### src/design/uer_pkg.sv
// Shared types, codes and constants of the ultrasonic echo ranger.
package uer_pkg;

  // Counter and arithmetic widths.
  localparam int COUNT_WIDTH = 32;
  localparam int PHASE_W     = 24;
  localparam int TRIG_W      = 16;
  localparam int TICK_NS_W   = 10;
  localparam int NS_MM_W     = 16;
  localparam int PROD_W      = COUNT_WIDTH + TICK_NS_W;
  localparam int DIST_W      = 16;
  localparam int M_W         = 7;
  localparam int UM_W        = 20;
  localparam int REM_W       = 10;

  localparam logic [PHASE_W-1:0]     PHASE_MAX = '1;
  localparam logic [COUNT_WIDTH-1:0] ECHO_MAX  = '1;
  localparam logic [DIST_W-1:0]      DIST_MAX  = '1;

  // Split of millimetres into metres and micrometres.
  // Quotient estimate is (d * 1048) >> 20, which is floor(d / 1000) or one less.
  localparam int                 RECIP_SHIFT   = 20;
  localparam int                 SPLIT_PROD_W  = DIST_W + 11;
  localparam logic [10:0]        RECIP_1000    = 11'd1048;
  localparam logic [DIST_W:0]    MM_PER_M      = (DIST_W + 1)'(1000);
  localparam logic [UM_W-1:0]    UM_PER_MM     = UM_W'(1000);

  // Configuration port.
  localparam int CFG_IDX_W  = 3;
  localparam int CFG_DATA_W = 24;
  localparam logic [CFG_IDX_W-1:0] CFG_TRIGGER_TICKS      = 3'd0;
  localparam logic [CFG_IDX_W-1:0] CFG_ECHO_TIMEOUT_TICKS = 3'd1;
  localparam logic [CFG_IDX_W-1:0] CFG_STARTUP_TICKS      = 3'd2;
  localparam logic [CFG_IDX_W-1:0] CFG_TICK_NS            = 3'd3;
  localparam logic [CFG_IDX_W-1:0] CFG_NS_PER_MM          = 3'd4;

  // Register values after reset.
  localparam logic [TRIG_W-1:0]    RST_TRIGGER_TICKS      = 16'd50;
  localparam logic [PHASE_W-1:0]   RST_ECHO_TIMEOUT_TICKS = 24'd60000;
  localparam logic [PHASE_W-1:0]   RST_STARTUP_TICKS      = 24'd100000;
  localparam logic [TICK_NS_W-1:0] RST_TICK_NS            = 10'd1000;
  localparam logic [NS_MM_W-1:0]   RST_NS_PER_MM          = 16'd5831;

  // Power request codes; the unused code changes no power state, but a measure request beside it is rejected.
  localparam logic [1:0] PWR_NONE = 2'd0;
  localparam logic [1:0] PWR_ON   = 2'd1;
  localparam logic [1:0] PWR_OFF  = 2'd2;

  // Result status codes.
  localparam logic [1:0] STATUS_OK      = 2'd0;
  localparam logic [1:0] STATUS_TIMEOUT = 2'd1;
  localparam logic [1:0] STATUS_REJECT  = 2'd2;

  // Sensor operating mode.
  typedef enum logic [2:0] {
    MODE_OFF,
    MODE_POWERUP,
    MODE_READY,
    MODE_TRIGGER,
    MODE_WAIT_START,
    MODE_WAIT_END
  } mode_t;

  // Distance conversion sequence.
  typedef enum logic [2:0] {
    SEQ_RUN,
    SEQ_MUL,
    SEQ_DSTART,
    SEQ_DIV,
    SEQ_SPLIT1,
    SEQ_SPLIT2,
    SEQ_SPLIT3,
    SEQ_PUSH
  } seq_t;

  typedef struct packed {
    logic       measure_request;
    logic [1:0] power_request;
    logic       echo_level;
  } in_item_t;

  typedef struct packed {
    logic              trigger_level;
    logic              supply_level;
    logic              busy_res;
    logic              done_res;
    logic [1:0]        status;
    logic [DIST_W-1:0] distance_mm;
    logic [M_W-1:0]    distance_m;
    logic [UM_W-1:0]   distance_um;
  } out_item_t;

  // Flag part of a result item, produced by the controller.
  typedef struct packed {
    logic       trigger_level;
    logic       supply_level;
    logic       busy_res;
    logic       done_res;
    logic [1:0] status;
  } res_flags_t;

  // Controller to datapath commands.
  typedef struct packed {
    logic sample;
    logic phase_clear;
    logic phase_tick;
    logic echo_clear;
    logic echo_tick;
    logic mul_load;
    logic div_start;
    logic dist_load;
    logic split_a;
    logic split_b;
    logic split_c;
  } dp_cmd_t;

  // Datapath to controller status.
  typedef struct packed {
    logic echo_edge;
    logic startup_hit;
    logic trig_hit;
    logic timeout_hit;
    logic div_busy;
  } dp_status_t;

endpackage

### src/design/uer_div.sv
// Bit-serial restoring divider for the echo time to distance conversion.
module uer_div import uer_pkg::*; (
  input  logic               clk,
  input  logic               rst,
  input  logic               start,
  input  logic [PROD_W-1:0]  dividend,
  input  logic [NS_MM_W-1:0] divisor,
  output logic               busy,
  output logic [PROD_W-1:0]  quotient
);

  localparam int STEP_W = $clog2(PROD_W);
  localparam logic [STEP_W-1:0] LAST_STEP = STEP_W'(PROD_W - 1);

  logic [NS_MM_W-1:0] rem;
  logic [NS_MM_W-1:0] div_q;
  logic [PROD_W-1:0]  quo;
  logic [STEP_W-1:0]  step;
  logic [NS_MM_W:0]   rem_sh;
  logic [NS_MM_W:0]   diff;
  logic               fits;

  // One quotient bit per cycle, most significant first.
  assign rem_sh = {rem, quo[PROD_W-1]};
  assign diff   = rem_sh - {1'b0, div_q};
  assign fits   = rem_sh >= {1'b0, div_q};

  // Control: busy flag and step counter.
  always_ff @(posedge clk) begin
    if (rst) begin
      busy <= 1'b0;
      step <= '0;
    end else if (start) begin
      busy <= 1'b1;
      step <= '0;
    end else if (busy) begin
      step <= step + 1'b1;
      if (step == LAST_STEP) begin
        busy <= 1'b0;
      end
    end
  end

  // Partial remainder and quotient shift register.
  always_ff @(posedge clk) begin
    if (start) begin
      rem   <= '0;
      quo   <= dividend;
      div_q <= divisor;
    end else if (busy) begin
      rem <= fits ? diff[NS_MM_W-1:0] : rem_sh[NS_MM_W-1:0];
      quo <= {quo[PROD_W-2:0], fits};
    end
  end

  assign quotient = quo;

endmodule

### src/design/uer_dp.sv
// Datapath: configuration registers, tick counters, echo edge detection and distance conversion.
module uer_dp import uer_pkg::*; (
  input  logic                  clk,
  input  logic                  rst,
  input  dp_cmd_t               cmd,
  input  logic                  echo_level,
  input  logic                  cfg_we,
  input  logic [CFG_IDX_W-1:0]  cfg_index,
  input  logic [CFG_DATA_W-1:0] cfg_data,
  output dp_status_t            stat,
  output logic [DIST_W-1:0]     distance_mm,
  output logic [M_W-1:0]        distance_m,
  output logic [UM_W-1:0]       distance_um
);

  logic [TRIG_W-1:0]      trigger_ticks;
  logic [PHASE_W-1:0]     echo_timeout_ticks;
  logic [PHASE_W-1:0]     startup_ticks;
  logic [TICK_NS_W-1:0]   tick_ns;
  logic [NS_MM_W-1:0]     ns_per_mm;

  logic [PHASE_W-1:0]     phase_counter;
  logic [PHASE_W-1:0]     phase_inc;
  logic [COUNT_WIDTH-1:0] echo_ticks;
  logic [COUNT_WIDTH-1:0] echo_inc;
  logic                   echo_previous;
  logic [TRIG_W-1:0]      trig_len;
  logic [NS_MM_W-1:0]     divisor;

  logic [PROD_W-1:0]      prod;
  logic                   div_busy;
  logic [PROD_W-1:0]      quotient;
  logic [DIST_W-1:0]      dist_sat;

  logic [M_W-1:0]          q_est;
  logic [REM_W-1:0]        rem_mm;
  logic [SPLIT_PROD_W-1:0] recip_prod;
  logic [DIST_W:0]         q_scaled;
  logic [DIST_W:0]         rem_raw;
  logic [DIST_W:0]         rem_fix;

  // Configuration registers.
  always_ff @(posedge clk) begin
    if (rst) begin
      trigger_ticks      <= RST_TRIGGER_TICKS;
      echo_timeout_ticks <= RST_ECHO_TIMEOUT_TICKS;
      startup_ticks      <= RST_STARTUP_TICKS;
      tick_ns            <= RST_TICK_NS;
      ns_per_mm          <= RST_NS_PER_MM;
    end else if (cfg_we) begin
      unique case (cfg_index)
        CFG_TRIGGER_TICKS:      trigger_ticks      <= cfg_data[TRIG_W-1:0];
        CFG_ECHO_TIMEOUT_TICKS: echo_timeout_ticks <= cfg_data[PHASE_W-1:0];
        CFG_STARTUP_TICKS:      startup_ticks      <= cfg_data[PHASE_W-1:0];
        CFG_TICK_NS:            tick_ns            <= cfg_data[TICK_NS_W-1:0];
        CFG_NS_PER_MM:          ns_per_mm          <= cfg_data[NS_MM_W-1:0];
        default: ;
      endcase
    end
  end

  // Saturating increments and threshold compares on the counted value.
  assign phase_inc = (phase_counter == PHASE_MAX) ? phase_counter : phase_counter + 1'b1;
  assign echo_inc  = (echo_ticks == ECHO_MAX) ? echo_ticks : echo_ticks + 1'b1;
  assign trig_len  = (trigger_ticks == '0) ? TRIG_W'(1) : trigger_ticks;
  assign divisor   = (ns_per_mm == '0) ? NS_MM_W'(1) : ns_per_mm;

  assign stat.echo_edge   = echo_level != echo_previous;
  assign stat.startup_hit = phase_inc >= startup_ticks;
  assign stat.trig_hit    = phase_inc >= PHASE_W'(trig_len);
  assign stat.timeout_hit = phase_inc >= echo_timeout_ticks;
  assign stat.div_busy    = div_busy;

  // Tick counters and echo level history.
  always_ff @(posedge clk) begin
    if (rst) begin
      phase_counter <= '0;
      echo_ticks    <= '0;
      echo_previous <= 1'b0;
    end else begin
      if (cmd.phase_clear) begin
        phase_counter <= '0;
      end else if (cmd.phase_tick) begin
        phase_counter <= phase_inc;
      end
      if (cmd.echo_clear) begin
        echo_ticks <= '0;
      end else if (cmd.echo_tick) begin
        echo_ticks <= echo_inc;
      end
      if (cmd.sample) begin
        echo_previous <= echo_level;
      end
    end
  end

  // Echo time in nanoseconds.
  always_ff @(posedge clk) begin
    if (cmd.mul_load) begin
      prod <= PROD_W'(echo_ticks) * PROD_W'(tick_ns);
    end
  end

  uer_div u_div (
    .clk      (clk),
    .rst      (rst),
    .start    (cmd.div_start),
    .dividend (prod),
    .divisor  (divisor),
    .busy     (div_busy),
    .quotient (quotient)
  );

  assign dist_sat = (|quotient[PROD_W-1:DIST_W]) ? DIST_MAX : quotient[DIST_W-1:0];

  // Metre and micrometre split, one step per command.
  assign recip_prod = SPLIT_PROD_W'(distance_mm) * SPLIT_PROD_W'(RECIP_1000);
  assign q_scaled   = (DIST_W + 1)'(q_est) * MM_PER_M;
  assign rem_raw    = {1'b0, distance_mm} - q_scaled;
  assign rem_fix    = rem_raw - MM_PER_M;

  always_ff @(posedge clk) begin
    if (cmd.split_a) begin
      q_est <= recip_prod[SPLIT_PROD_W-1:RECIP_SHIFT];
    end
    if (cmd.split_b) begin
      rem_mm <= (rem_raw >= MM_PER_M) ? rem_fix[REM_W-1:0] : rem_raw[REM_W-1:0];
    end
  end

  // Last measured distance in its three forms.
  always_ff @(posedge clk) begin
    if (rst) begin
      distance_mm <= '0;
      distance_m  <= '0;
      distance_um <= '0;
    end else begin
      if (cmd.dist_load) begin
        distance_mm <= dist_sat;
      end
      if (cmd.split_b) begin
        distance_m <= (rem_raw >= MM_PER_M) ? q_est + 1'b1 : q_est;
      end
      if (cmd.split_c) begin
        distance_um <= UM_W'(rem_mm) * UM_PER_MM;
      end
    end
  end

endmodule

### src/design/uer_ctrl.sv
// Controller: sensor mode state machine and distance conversion sequencer.
module uer_ctrl import uer_pkg::*; (
  input  logic       clk,
  input  logic       rst,
  input  logic       in_fire,
  input  in_item_t   item,
  input  dp_status_t stat,
  output dp_cmd_t    cmd,
  output logic       idle,
  output logic       push,
  output res_flags_t push_flags
);

  mode_t      mode;
  mode_t      mode_next;
  seq_t       seq;
  seq_t       seq_next;
  res_flags_t held;
  res_flags_t held_next;
  res_flags_t imm_flags;
  logic       done;
  logic [1:0] status;
  logic       conv;

  // State registers.
  always_ff @(posedge clk) begin
    if (rst) begin
      mode <= MODE_OFF;
      seq  <= SEQ_RUN;
    end else begin
      mode <= mode_next;
      seq  <= seq_next;
    end
  end

  // Flags of a result whose distance comes out of the conversion.
  always_ff @(posedge clk) begin
    held <= held_next;
  end

  // Next state, datapath commands and result flags.
  always_comb begin
    mode_next  = mode;
    seq_next   = seq;
    held_next  = held;
    cmd        = '0;
    done       = 1'b0;
    status     = STATUS_OK;
    conv       = 1'b0;
    push       = 1'b0;
    imm_flags  = '0;
    push_flags = held;

    unique case (seq)
      SEQ_RUN: begin
        if (in_fire) begin
          cmd.sample = 1'b1;
          if (item.power_request == PWR_OFF) begin
            mode_next       = MODE_OFF;
            cmd.phase_clear = 1'b1;
            done            = 1'b1;
          end else if (item.power_request == PWR_ON) begin
            if (mode == MODE_OFF) begin
              mode_next       = MODE_POWERUP;
              cmd.phase_clear = 1'b1;
            end else begin
              done = 1'b1;
            end
          end else if (item.measure_request && mode == MODE_READY) begin
            mode_next       = MODE_TRIGGER;
            cmd.phase_clear = 1'b1;
          end else begin
            unique case (mode)
              MODE_POWERUP: begin
                cmd.phase_tick = 1'b1;
                if (stat.startup_hit) begin
                  mode_next = MODE_READY;
                  done      = 1'b1;
                end
              end
              MODE_TRIGGER: begin
                cmd.phase_tick = 1'b1;
                if (stat.trig_hit) begin
                  mode_next       = MODE_WAIT_START;
                  cmd.phase_clear = 1'b1;
                end
              end
              MODE_WAIT_START: begin
                cmd.phase_tick = 1'b1;
                if (stat.echo_edge) begin
                  mode_next      = MODE_WAIT_END;
                  cmd.echo_clear = 1'b1;
                end
                if (stat.timeout_hit) begin
                  mode_next = MODE_READY;
                  done      = 1'b1;
                  status    = STATUS_TIMEOUT;
                end
              end
              MODE_WAIT_END: begin
                cmd.phase_tick = 1'b1;
                cmd.echo_tick  = 1'b1;
                if (stat.echo_edge) begin
                  mode_next = MODE_READY;
                  done      = 1'b1;
                  conv      = 1'b1;
                end else if (stat.timeout_hit) begin
                  mode_next = MODE_READY;
                  done      = 1'b1;
                  status    = STATUS_TIMEOUT;
                end
              end
              default: ;
            endcase
          end

          // A measure request is rejected unless it comes in the ready mode with no power request.
          if (item.measure_request &&
              !(item.power_request == PWR_NONE && mode == MODE_READY)) begin
            done   = 1'b1;
            status = STATUS_REJECT;
          end

          imm_flags.trigger_level = mode_next == MODE_TRIGGER;
          imm_flags.supply_level  = mode_next != MODE_OFF;
          imm_flags.busy_res      = mode_next == MODE_POWERUP || mode_next == MODE_TRIGGER ||
                                    mode_next == MODE_WAIT_START ||
                                    mode_next == MODE_WAIT_END;
          imm_flags.done_res      = done;
          imm_flags.status        = status;

          if (conv) begin
            held_next = imm_flags;
            seq_next  = SEQ_MUL;
          end else begin
            push       = 1'b1;
            push_flags = imm_flags;
          end
        end
      end
      SEQ_MUL: begin
        cmd.mul_load = 1'b1;
        seq_next     = SEQ_DSTART;
      end
      SEQ_DSTART: begin
        cmd.div_start = 1'b1;
        seq_next      = SEQ_DIV;
      end
      SEQ_DIV: begin
        if (!stat.div_busy) begin
          cmd.dist_load = 1'b1;
          seq_next      = SEQ_SPLIT1;
        end
      end
      SEQ_SPLIT1: begin
        cmd.split_a = 1'b1;
        seq_next    = SEQ_SPLIT2;
      end
      SEQ_SPLIT2: begin
        cmd.split_b = 1'b1;
        seq_next    = SEQ_SPLIT3;
      end
      SEQ_SPLIT3: begin
        cmd.split_c = 1'b1;
        seq_next    = SEQ_PUSH;
      end
      SEQ_PUSH: begin
        push     = 1'b1;
        seq_next = SEQ_RUN;
      end
      default: seq_next = SEQ_RUN;
    endcase
  end

  assign idle = seq == SEQ_RUN;

endmodule

### src/design/ultrasonic_echo_ranger_unit.sv
// Top level of the ultrasonic echo ranger: controller, datapath and output buffer.
//
//   channel   direction   handshake            payload
//   in        input       in_valid/in_ready    in_item (one tick of requests and echo level)
//   out       output      out_valid/out_ready  out_item (pins, status, last distance)
//   cfg       input       cfg_valid/cfg_ready  cfg_index, cfg_data
//
// One item is taken per cycle while the controller is idle and the output buffer has room;
// its result item is registered into the output buffer. An item that ends a measurement
// on the second echo edge holds the input while the bit-serial divider (one bit per cycle
// over 42 bits) and the metre split finish; the result follows then.
// Reset (rst, synchronous) restores register defaults and the off mode.
// A two-entry output buffer keeps the input open while one result waits to be taken.
module ultrasonic_echo_ranger_unit import uer_pkg::*; (
  input  logic                  clk,
  input  logic                  rst,
  input  logic                  in_valid,
  output logic                  in_ready,
  input  in_item_t              in_item,
  output logic                  out_valid,
  input  logic                  out_ready,
  output out_item_t             out_item,
  input  logic                  cfg_valid,
  output logic                  cfg_ready,
  input  logic [CFG_IDX_W-1:0]  cfg_index,
  input  logic [CFG_DATA_W-1:0] cfg_data
);

  localparam int OBUF_DEPTH = 2;
  localparam int OBUF_CNT_W = $clog2(OBUF_DEPTH + 1);

  logic                  in_fire;
  logic                  pop;
  logic                  idle;
  logic                  push;
  res_flags_t            push_flags;
  dp_cmd_t               cmd;
  dp_status_t            stat;
  logic [DIST_W-1:0]     distance_mm;
  logic [M_W-1:0]        distance_m;
  logic [UM_W-1:0]       distance_um;
  out_item_t             push_item;

  out_item_t             obuf [OBUF_DEPTH];
  logic                  wr_ptr;
  logic                  rd_ptr;
  logic [OBUF_CNT_W-1:0] obuf_cnt;

  // Handshakes.
  assign cfg_ready = 1'b1;
  assign in_ready  = idle && (obuf_cnt != OBUF_CNT_W'(OBUF_DEPTH));
  assign in_fire   = in_valid && in_ready;
  assign out_valid = obuf_cnt != '0;
  assign pop       = out_valid && out_ready;

  uer_ctrl u_ctrl (
    .clk        (clk),
    .rst        (rst),
    .in_fire    (in_fire),
    .item       (in_item),
    .stat       (stat),
    .cmd        (cmd),
    .idle       (idle),
    .push       (push),
    .push_flags (push_flags)
  );

  uer_dp u_dp (
    .clk         (clk),
    .rst         (rst),
    .cmd         (cmd),
    .echo_level  (in_item.echo_level),
    .cfg_we      (cfg_valid && cfg_ready),
    .cfg_index   (cfg_index),
    .cfg_data    (cfg_data),
    .stat        (stat),
    .distance_mm (distance_mm),
    .distance_m  (distance_m),
    .distance_um (distance_um)
  );

  // Assemble the result item from controller flags and datapath distance.
  always_comb begin
    push_item.trigger_level = push_flags.trigger_level;
    push_item.supply_level  = push_flags.supply_level;
    push_item.busy_res      = push_flags.busy_res;
    push_item.done_res      = push_flags.done_res;
    push_item.status        = push_flags.status;
    push_item.distance_mm   = distance_mm;
    push_item.distance_m    = distance_m;
    push_item.distance_um   = distance_um;
  end

  // Output buffer pointers and fill count.
  always_ff @(posedge clk) begin
    if (rst) begin
      wr_ptr   <= 1'b0;
      rd_ptr   <= 1'b0;
      obuf_cnt <= '0;
    end else begin
      if (push) begin
        wr_ptr <= ~wr_ptr;
      end
      if (pop) begin
        rd_ptr <= ~rd_ptr;
      end
      if (push && !pop) begin
        obuf_cnt <= obuf_cnt + 1'b1;
      end else if (pop && !push) begin
        obuf_cnt <= obuf_cnt - 1'b1;
      end
    end
  end

  // Output buffer storage.
  always_ff @(posedge clk) begin
    if (push) begin
      obuf[wr_ptr] <= push_item;
    end
  end

  assign out_item = obuf[rd_ptr];

endmodule
### config.mk
export PLATFORM = sky130hd
export DESIGN_NAME = ultrasonic_echo_ranger_unit
export DESIGN_NICKNAME = d
export VERILOG_FILES = /design/src/design/uer_pkg.sv /design/src/design/uer_div.sv /design/src/design/uer_dp.sv /design/src/design/uer_ctrl.sv /design/src/design/ultrasonic_echo_ranger_unit.sv
export SDC_FILE = /design/constraint.sdc
export NUM_CORES = 2
export LEC_CHECK = 0
export BUFFER_PORTS_ARGS = -buffer_cell sky130_fd_sc_hd__buf_4
export CAP_MARGIN = 20
export CORE_AREA = 5 5 237 239
export CTS_CLUSTER_SIZE = 28
export DETAILED_ROUTE_END_ITERATION = 10
export DIE_AREA = 0 0 242 244
export GPL_TIMING_DRIVEN = 1
export PLACE_DENSITY_LB_ADDON = 0.15
export SKIP_LAST_GASP = 1
export SLEW_MARGIN = 0
export SYNTH_ARGS = -nofsm -noshare
export SYNTH_HDL_FRONTEND = slang
export SYNTH_HIERARCHICAL = 1
export SYNTH_SLANG_ARGS = --single-unit
### constraint.sdc
create_clock -name clk -period 6.5 [get_ports clk]
set_input_delay 0.975 -clock clk [delete_from_list [all_inputs] [get_ports clk]]
set_output_delay 0.975 -clock clk [all_outputs]
set_load 0.01 [all_outputs]
After elaboration in Yosys (flattened, before gate mapping)
Memory sizes are Yosys's and may differ from the RTL's. A register that Yosys moved wholly into a read port is not among the register bits.
Cells that the tools add are included.
Storage, ports and cells
  bits in registers: 343
  RAM bits: 92
  bits of input ports: 36
  output and inout bits: 52
  logic and storage cells: 203
  memories kept: 1
Memories
  obuf: words 2, bits a word 46, read ports 1, clocked after memory_dff 1, write ports 1, RTL line ultrasonic_echo_ranger_unit.sv:44  | out_item_t obuf [OBUF_DEPTH];
Operators by class
  $add $sub $neg: 9
  multiply operators: 4
  order comparisons: 5
  equality and inequality tests: 30
  muxes and demuxes: 84
  bitwise operators: 3
  reduce and logical (&&, ||, !) cells: 38
Operators with widths (count)
  $mux W42: 2
  $mux W3: 18
  $ge A24 B24 Y1: 2
  $mux W16: 3
  $mul A32 B10 Y42: 1
  $mux W1: 42
  $add A32 B1 Y32 const B: 1
  $eq A32 B32 Y1 const B: 1
  $logic_not A16 Y1: 2
  $eq A3 B3 Y1 const B: 9
  $reduce_or A26 Y1: 1
  $add A24 B1 Y24 const B: 1
  $eq A24 B24 Y1 const B: 1
  $ge A24 B16 Y1: 1
  $mul A16 B8 Y24 const B: 1
  $mux W24: 1
  $pmux W3 S8: 1
  $eq A3 B2 Y1 const B: 7
  $mux W6: 3
  $ge A17 B10 Y1 const B: 1
  $ge A17 B16 Y1: 1
  $mul A10 B7 Y17 const B: 1
  $sub A16 B17 Y17: 1
  $sub A16 B16 Y16: 1
  other kinds (33): 70

Logic depth before layout (Yosys ltp)
  depth after elaboration: 18
  mapped depth: 26
  mapped depth without buffers: 24

Hierarchy
The synthesis kept the hierarchy.
Modules (own cells, without submodules)
  uer_dp: instances 1, cells an instance 2838, area an instance 25315.5 µm², seq. area each 5515.3 µm²
  uer_div: instances 1, cells an instance 378, area an instance 4359.2 µm², seq. area each 2202.1 µm²
  ultrasonic_echo_ranger_unit: instances 1, cells an instance 178, area an instance 3759.9 µm², seq. area each 3042.9 µm²
  uer_ctrl: instances 1, cells an instance 117, area an instance 1027.2 µm², seq. area each 300.3 µm²

Worst setup path before layout
No wires, ideal clock.
  path kind: register to register
  start point: register u_dp.q_est[0]
  end point: register u_dp.rem_mm[8], data pin
  setup time: 0.271 ns
  data arrival time: 5.534 ns
  required time: 6.229 ns
  setup slack: 0.695 ns
  stages on the path, launching flop included: 24
  path buffers: 1
  clock period less this slack: 5.805 ns
  path through: edfxtp_1 > fa_1 > fa_1 > inv_1 > fa_1 > fa_1 > inv_1 > ha_1 > inv_1 > o21bai_1 > a21oi_1 > o21bai_1 > a21oi_1 > xnor2_1 > ha_1 > and3_1 > a311o_1 > a21oi_2 > xor2_1 > nand4_1 > nor3_1 > buf_6 > nor4_1 > xor2_1
Between the ends
  longest elaborated chain between the ends: 4
  elaborated cells between the ends (all ways): 5
  those cells by class: add/sub (2); mul (1); order compare (1); mux (1)
Ends and longest elaborated chain
  start: declaration: RTL line uer_dp.sv:35  | logic [M_W-1:0] q_est;
  start signal: assignment: RTL line uer_dp.sv:124  | q_est <= recip_prod[SPLIT_PROD_W-1:RECIP_SHIFT];
  $mul A7 B7 Y14 *: RTL line uer_dp.sv:118  | assign q_scaled = (DIST_W + 1)'(q_est) * MM_PER_M;
  $sub A16 B17 Y17 *: RTL line uer_dp.sv:119  | assign rem_raw = {1'b0, distance_mm} - q_scaled;
  $ge A17 B10 Y1 / $sub A10 B10 Y10 (equally long branches): RTL line uer_dp.sv:127, uer_dp.sv:120
  $mux W10 *: RTL line uer_dp.sv:127  | rem_mm <= (rem_raw >= MM_PER_M) ? rem_fix[REM_W-1:0] : rem_raw[REM_W-1:0];
  end signal: assignment: RTL line uer_dp.sv:127
  end: declaration: RTL line uer_dp.sv:36  | logic [REM_W-1:0] rem_mm;
Every way passes the cells marked *; elsewhere a longest branch is shown, timed or not.
A chain may end at the register's enable or synchronous reset.

Worst setup path after layout
  start point: register u_dp.q_est[1]
  end point: register u_dp.rem_mm[6], data pin
Same word-level chain as after synthesis.

==> impl_results.md <==
- Clock buffers created by TritonCTS: 47
- Number of hold buffers added after CTS: 0
- Worst Setup Start Kind: flip-flop
- Number of sinks handled by clock tree synthesis: between 400 and 500
- Total number of vias: 25000
- Number of buffer and inverter stages on the critical path: 4
- Reg clk slew, reported paths: 0.06 ns
- Setup repair after global routing missed its margin: true
- Total routed wirelength: 76.5 mm
- Total half-perimeter wirelength after legalization and detailed placement: 58.8 mm
- Part of the cycle the worst path needs: 95.7%
- Max-cap violations: 0
- Number of cells on the critical path: 23
- Sum of overflow across all layers after global routing: 0
- Worst rel slew slack: 27.6%
- Post-synth top area cell: sky130_fd_sc_hd__edfxtp_1
- Number of optimization iterations in the first detailed-route pass: 6
- Clock tree root driver cell: sky130_fd_sc_hd__clkbuf_16
- Power per unit of standard cell area: 193 nW/um^2
- Worst setup path endpoint: u_dp/rem_mm[6]
- Pin slew with the least headroom to its limit: approximately 1.1 ns
- Die Footprint: just under 60000 sq um
- Core area: around 54000 sq um
- Worst stage delay on the critical path: 0.55 ns
- Final hold viol count: 0
- Top post-synthesis cells by area: sky130_fd_sc_hd__edfxtp_1, sky130_fd_sc_hd__fa_1, sky130_fd_sc_hd__dfxtp_1
- Via count of the first global-routing pass: ~26000
- Buffer depth of the longest clock path: 3
- Proportion of register bits with asynchronous set or reset after synthesis: 0%
- I/O pin count: 88
- Area grow syn2layout: 7.79%
- Standard-cell row count: 85
- Worst hold-check path type: reg -> reg
- H-tree levels: 2
- Data required time of the worst path: between 6 and 7 ns
- Sequential cell area fraction in the yosys report: 32.1%
- Total routing usage reported by global routing: 26.0%
- Latest clock arrival within the worst-skew pair: 0.60 ns
- Routability-driven placement congestion ratio: 0.925
- Net count of the finished layout: 4148
- Die boundary width: about 240 microns
- Post-Syn Area: about 34000 sq um
- Share of the synthesized area in the top cell type: 19.3%
- Global-route wire length before repair: 129 mm
- Register-to-Register Path Depth: 23
- Total negative slack: 0 ns
- Timing-limited maximum frequency: roughly 160 MHz
- Count of flip-flops with a built-in enable after synthesis: 221
- Count of synthesis-stage warnings from yosys: 6
- Cell count after synthesis: 3511
- Total chip power: ~7.2 mW
- Initial Util: 64.3%
- Crit path from: u_dp/q_est[1]
- RR Endpoint: u_dp/rem_mm[6]
- Endpoint arrival time on the critical path: around 6.5 ns
- Number of antenna cells inserted: 0
- Result of the run: finished, final reports clean
- Final worst slack: roughly 0.28 ns
- Die height: 244 microns
- Pin count of the biggest net entering global routing: 86
- DRT iter0 DRCs: 1493
- Residual antenna-violating net count after detailed routing: 0
- Most used cell, CP: sky130_fd_sc_hd__fa_1
- Critical path, cell by cell: fa_1 > fa_1 > inv_1 > fa_1 > fa_1 > inv_1 > ha_1 > inv_1 > o21bai_1 > a21oi_1 > o21bai_1 > a21oi_1 > xnor2_1 > ha_1 > and3_1 > a311o_1 > a21oi_2 > xor2_1 > nand4_1 > nor3_2 > buf_4 > nor3_1 > xor2_1
- Average routed wire per standard cell: 18.0 microns
- Leading register cell type out of synthesis: sky130_fd_sc_hd__edfxtp_1
- Routed via count divided by cell count: 5.87
- Layout cell share with drive strength beyond 1: 10.1%
- CTS tree: done
- Post-synthesis sequential element count: 442
- Antenna violations before repair: 1
- Cell variety after synth: between 100 and 150
- Largest vdd supply drop: between 0.00015 and 0.0002 V
- Post-Synthesis Mean Instance Area: 9.82 sq um
- R2r startpoint: u_dp/q_est[1]
- Setup repair bufs after CTS: 0
- Number of buffer cells added on primary ports: 86
- Leakage power: 16.9 nW
- Pins Over Slew Limit: 0
- Type of destination of the critical path: flip-flop
- Cell family contributing the most delay on the critical path: adder cells
- Number of remaining DRC errors: 0
- Number of endpoints failing setup at the final stage: 0
- Critical path peak fanout: 6
- Cell with the largest stage delay on the worst path: sky130_fd_sc_hd__fa_1
- Setup clock skew after layout: 0.0269 ns
- Worst Setup Slack post-DPL: about 0.33 ns
- Kind of critical path: reg -> reg
- Worst-case register-to-register setup slack: approximately 0.28 ns
- Clock period minus final worst setup slack: 6.22 ns
## kinds of logic after synthesis
| logic type | synth area share, % |
|---|---|
| xor+xnor | 4.09 |
| buf+inv | 6.34 |
| fa+ha+maj | 28.0 |
| compound gates | 9.37 |
| mux | 3.63 |
| simple gates | 16.5 |
| other cells | 0.0218 |
| flops | 32.1 |
## layer usage
metal  up-vias  share of wire (%)  global-route usage [%]
li1      11800                  -                       -
met3       150                5.4                    3.82
met2       710                 49                    45.1
met1     12300                 43                    34.2
met5         -                  0                       0
met4         0                2.8                    8.06
## cell usage in the layout (no fill, tap or decap), types with 27 or more instances in the layout
| cell | instances |
|---|---|
| sky130_fd_sc_hd__nand2_1 | 467 |
| sky130_fd_sc_hd__inv_1 | 371 |
| sky130_fd_sc_hd__fa_1 | 297 |
| sky130_fd_sc_hd__ha_1 | 296 |
| sky130_fd_sc_hd__edfxtp_1 | 221 |
| sky130_fd_sc_hd__dfxtp_1 | 220 |
| sky130_fd_sc_hd__nor2_1 | 200 |
| sky130_fd_sc_hd__a21oi_1 | 160 |
| sky130_fd_sc_hd__and2_1 | 143 |
| sky130_fd_sc_hd__buf_4 | 136 |
| sky130_fd_sc_hd__xor2_1 | 92 |
| sky130_fd_sc_hd__mux2_2 | 91 |
| sky130_fd_sc_hd__nor3_1 | 71 |
| sky130_fd_sc_hd__xnor2_1 | 67 |
| sky130_fd_sc_hd__nand3_1 | 61 |
| sky130_fd_sc_hd__o21ai_0 | 56 |
| sky130_fd_sc_hd__a21o_1 | 54 |
| sky130_fd_sc_hd__clkbuf_16 | 48 |
| sky130_fd_sc_hd__nand4_1 | 36 |
| sky130_fd_sc_hd__nand3b_1 | 27 |
## registers in the layout, summed over array words and instances, names as in the netlist, 17 cells and up, named ones only
name                     cells
u_dp/u_div/quotient         42
u_dp/prod                   42
u_dp/echo_ticks             32
u_dp/startup_ticks          24
obuf                        98
u_dp/phase_counter          24
u_dp/distance_um            17
u_dp/echo_timeout_ticks     24
## what timing repair did
item                                   CTS  global route
setup endpoints to repair                0            10
resized for setup                        0             2
endpoints found under the hold margin    0             0
## worst reg2reg max path, cell delays in order, from the launching register on
cell and delay, ns:
sky130_fd_sc_hd__edfxtp_1 0.48, sky130_fd_sc_hd__fa_1 0.55, sky130_fd_sc_hd__fa_1 0.52, sky130_fd_sc_hd__inv_1 0.05, sky130_fd_sc_hd__fa_1 0.48, sky130_fd_sc_hd__fa_1 0.52, sky130_fd_sc_hd__inv_1 0.04, sky130_fd_sc_hd__ha_1 0.29
sky130_fd_sc_hd__inv_1 0.09, sky130_fd_sc_hd__o21bai_1 0.07, sky130_fd_sc_hd__a21oi_1 0.22, sky130_fd_sc_hd__o21bai_1 0.09, sky130_fd_sc_hd__a21oi_1 0.24, sky130_fd_sc_hd__xnor2_1 0.16, sky130_fd_sc_hd__ha_1 0.32, sky130_fd_sc_hd__and3_1 0.23
sky130_fd_sc_hd__a311o_1 0.37, sky130_fd_sc_hd__a21oi_2 0.15, sky130_fd_sc_hd__xor2_1 0.15, sky130_fd_sc_hd__nand4_1 0.20, sky130_fd_sc_hd__nor3_2 0.30, sky130_fd_sc_hd__buf_4 0.20, sky130_fd_sc_hd__nor3_1 0.06, sky130_fd_sc_hd__xor2_1 0.17
## worst min path at each step
stage                                           from                    endpoint  slack (ns)  cells past startpoint
after floorplan                 u_dp/distance_um[10]                 obuf[0][10]        0.42                      0
final                          u_dp/startup_ticks[2]       u_dp/startup_ticks[2]        0.46                      2
after CTS                 u_dp/echo_timeout_ticks[1]  u_dp/echo_timeout_ticks[1]        0.46                      2
after global routing              u_dp/distance_m[0]                 obuf[1][20]        0.47                      0
after global placement           u_dp/distance_um[9]                  obuf[1][9]        0.43                      0
after detailed placement        u_dp/distance_um[14]                 obuf[1][14]        0.44                      0
## synth_stat cells, types with 8 or more instances
master,number
sky130_fd_sc_hd__o21ai_1,14
sky130_fd_sc_hd__o21ai_0,56
sky130_fd_sc_hd__a21oi_1,160
sky130_fd_sc_hd__edfxtp_1,221
sky130_fd_sc_hd__o21a_1,11
sky130_fd_sc_hd__nand4_1,36
sky130_fd_sc_hd__and3_1,21
sky130_fd_sc_hd__mux2i_1,18
sky130_fd_sc_hd__nand3b_1,27
sky130_fd_sc_hd__nand3_1,61
sky130_fd_sc_hd__fa_1,297
sky130_fd_sc_hd__a211o_1,12
sky130_fd_sc_hd__and2_1,144
sky130_fd_sc_hd__dfxtp_1,221
sky130_fd_sc_hd__nand2b_1,26
sky130_fd_sc_hd__nor2b_1,20
sky130_fd_sc_hd__xnor2_1,67
sky130_fd_sc_hd__nor4_1,17
sky130_fd_sc_hd__a311oi_1,16
sky130_fd_sc_hd__mux2_2,91
sky130_fd_sc_hd__ha_1,296
sky130_fd_sc_hd__inv_1,371
sky130_fd_sc_hd__a21o_1,54
sky130_fd_sc_hd__buf_2,10
sky130_fd_sc_hd__xor2_1,92
sky130_fd_sc_hd__o31ai_1,8
sky130_fd_sc_hd__o21bai_1,13
sky130_fd_sc_hd__or2_2,8
sky130_fd_sc_hd__or3_1,22
sky130_fd_sc_hd__nand2_1,467
sky130_fd_sc_hd__nor3_1,73
sky130_fd_sc_hd__clkbuf_1,151
sky130_fd_sc_hd__nor2_1,201
sky130_fd_sc_hd__a211oi_1,21
sky130_fd_sc_hd__a31oi_1,15
sky130_fd_sc_hd__o211ai_1,11
sky130_fd_sc_hd__buf_4,10
## report_power, final
group          total [mW]  switching (mW)  internal, mW
clock network        2.60            1.13          1.47
registers            3.20          0.0887          3.12
logic                1.37           0.765         0.607
total                7.17            1.98          5.19
## final cells by class
type                            instances  area [sq um]
Fill cell                            4043         16500
Tap cell                              696           871
Clock inverter                         24           196
Inverter                              372          1400
Multi-Input combinational cell       2517         21300
Clock buffer                           64          1280
Timing Repair Buffer                  139          1070
Sequential cell                       442         11100
## stage by stage
step | cells | utilization [%] | cell area (sq um) | hold slack [ns]
6_report | 4254 | 69.3 | 37100 | 0.459
5_1_grt | 4254 | 69.3 | 37100 | 0.470
4_1_cts | 4253 | 69.3 | 37100 | 0.458
3_5_place_dp | 4165 | 66.5 | 35600 | 0.443
3_3_place_gp | 4165 | 66.5 | 35600 | 0.435
2_1_floorplan | 3513 | - | 34500 | 0.425
No activity file was read; power rests on OpenSTA's default activity.
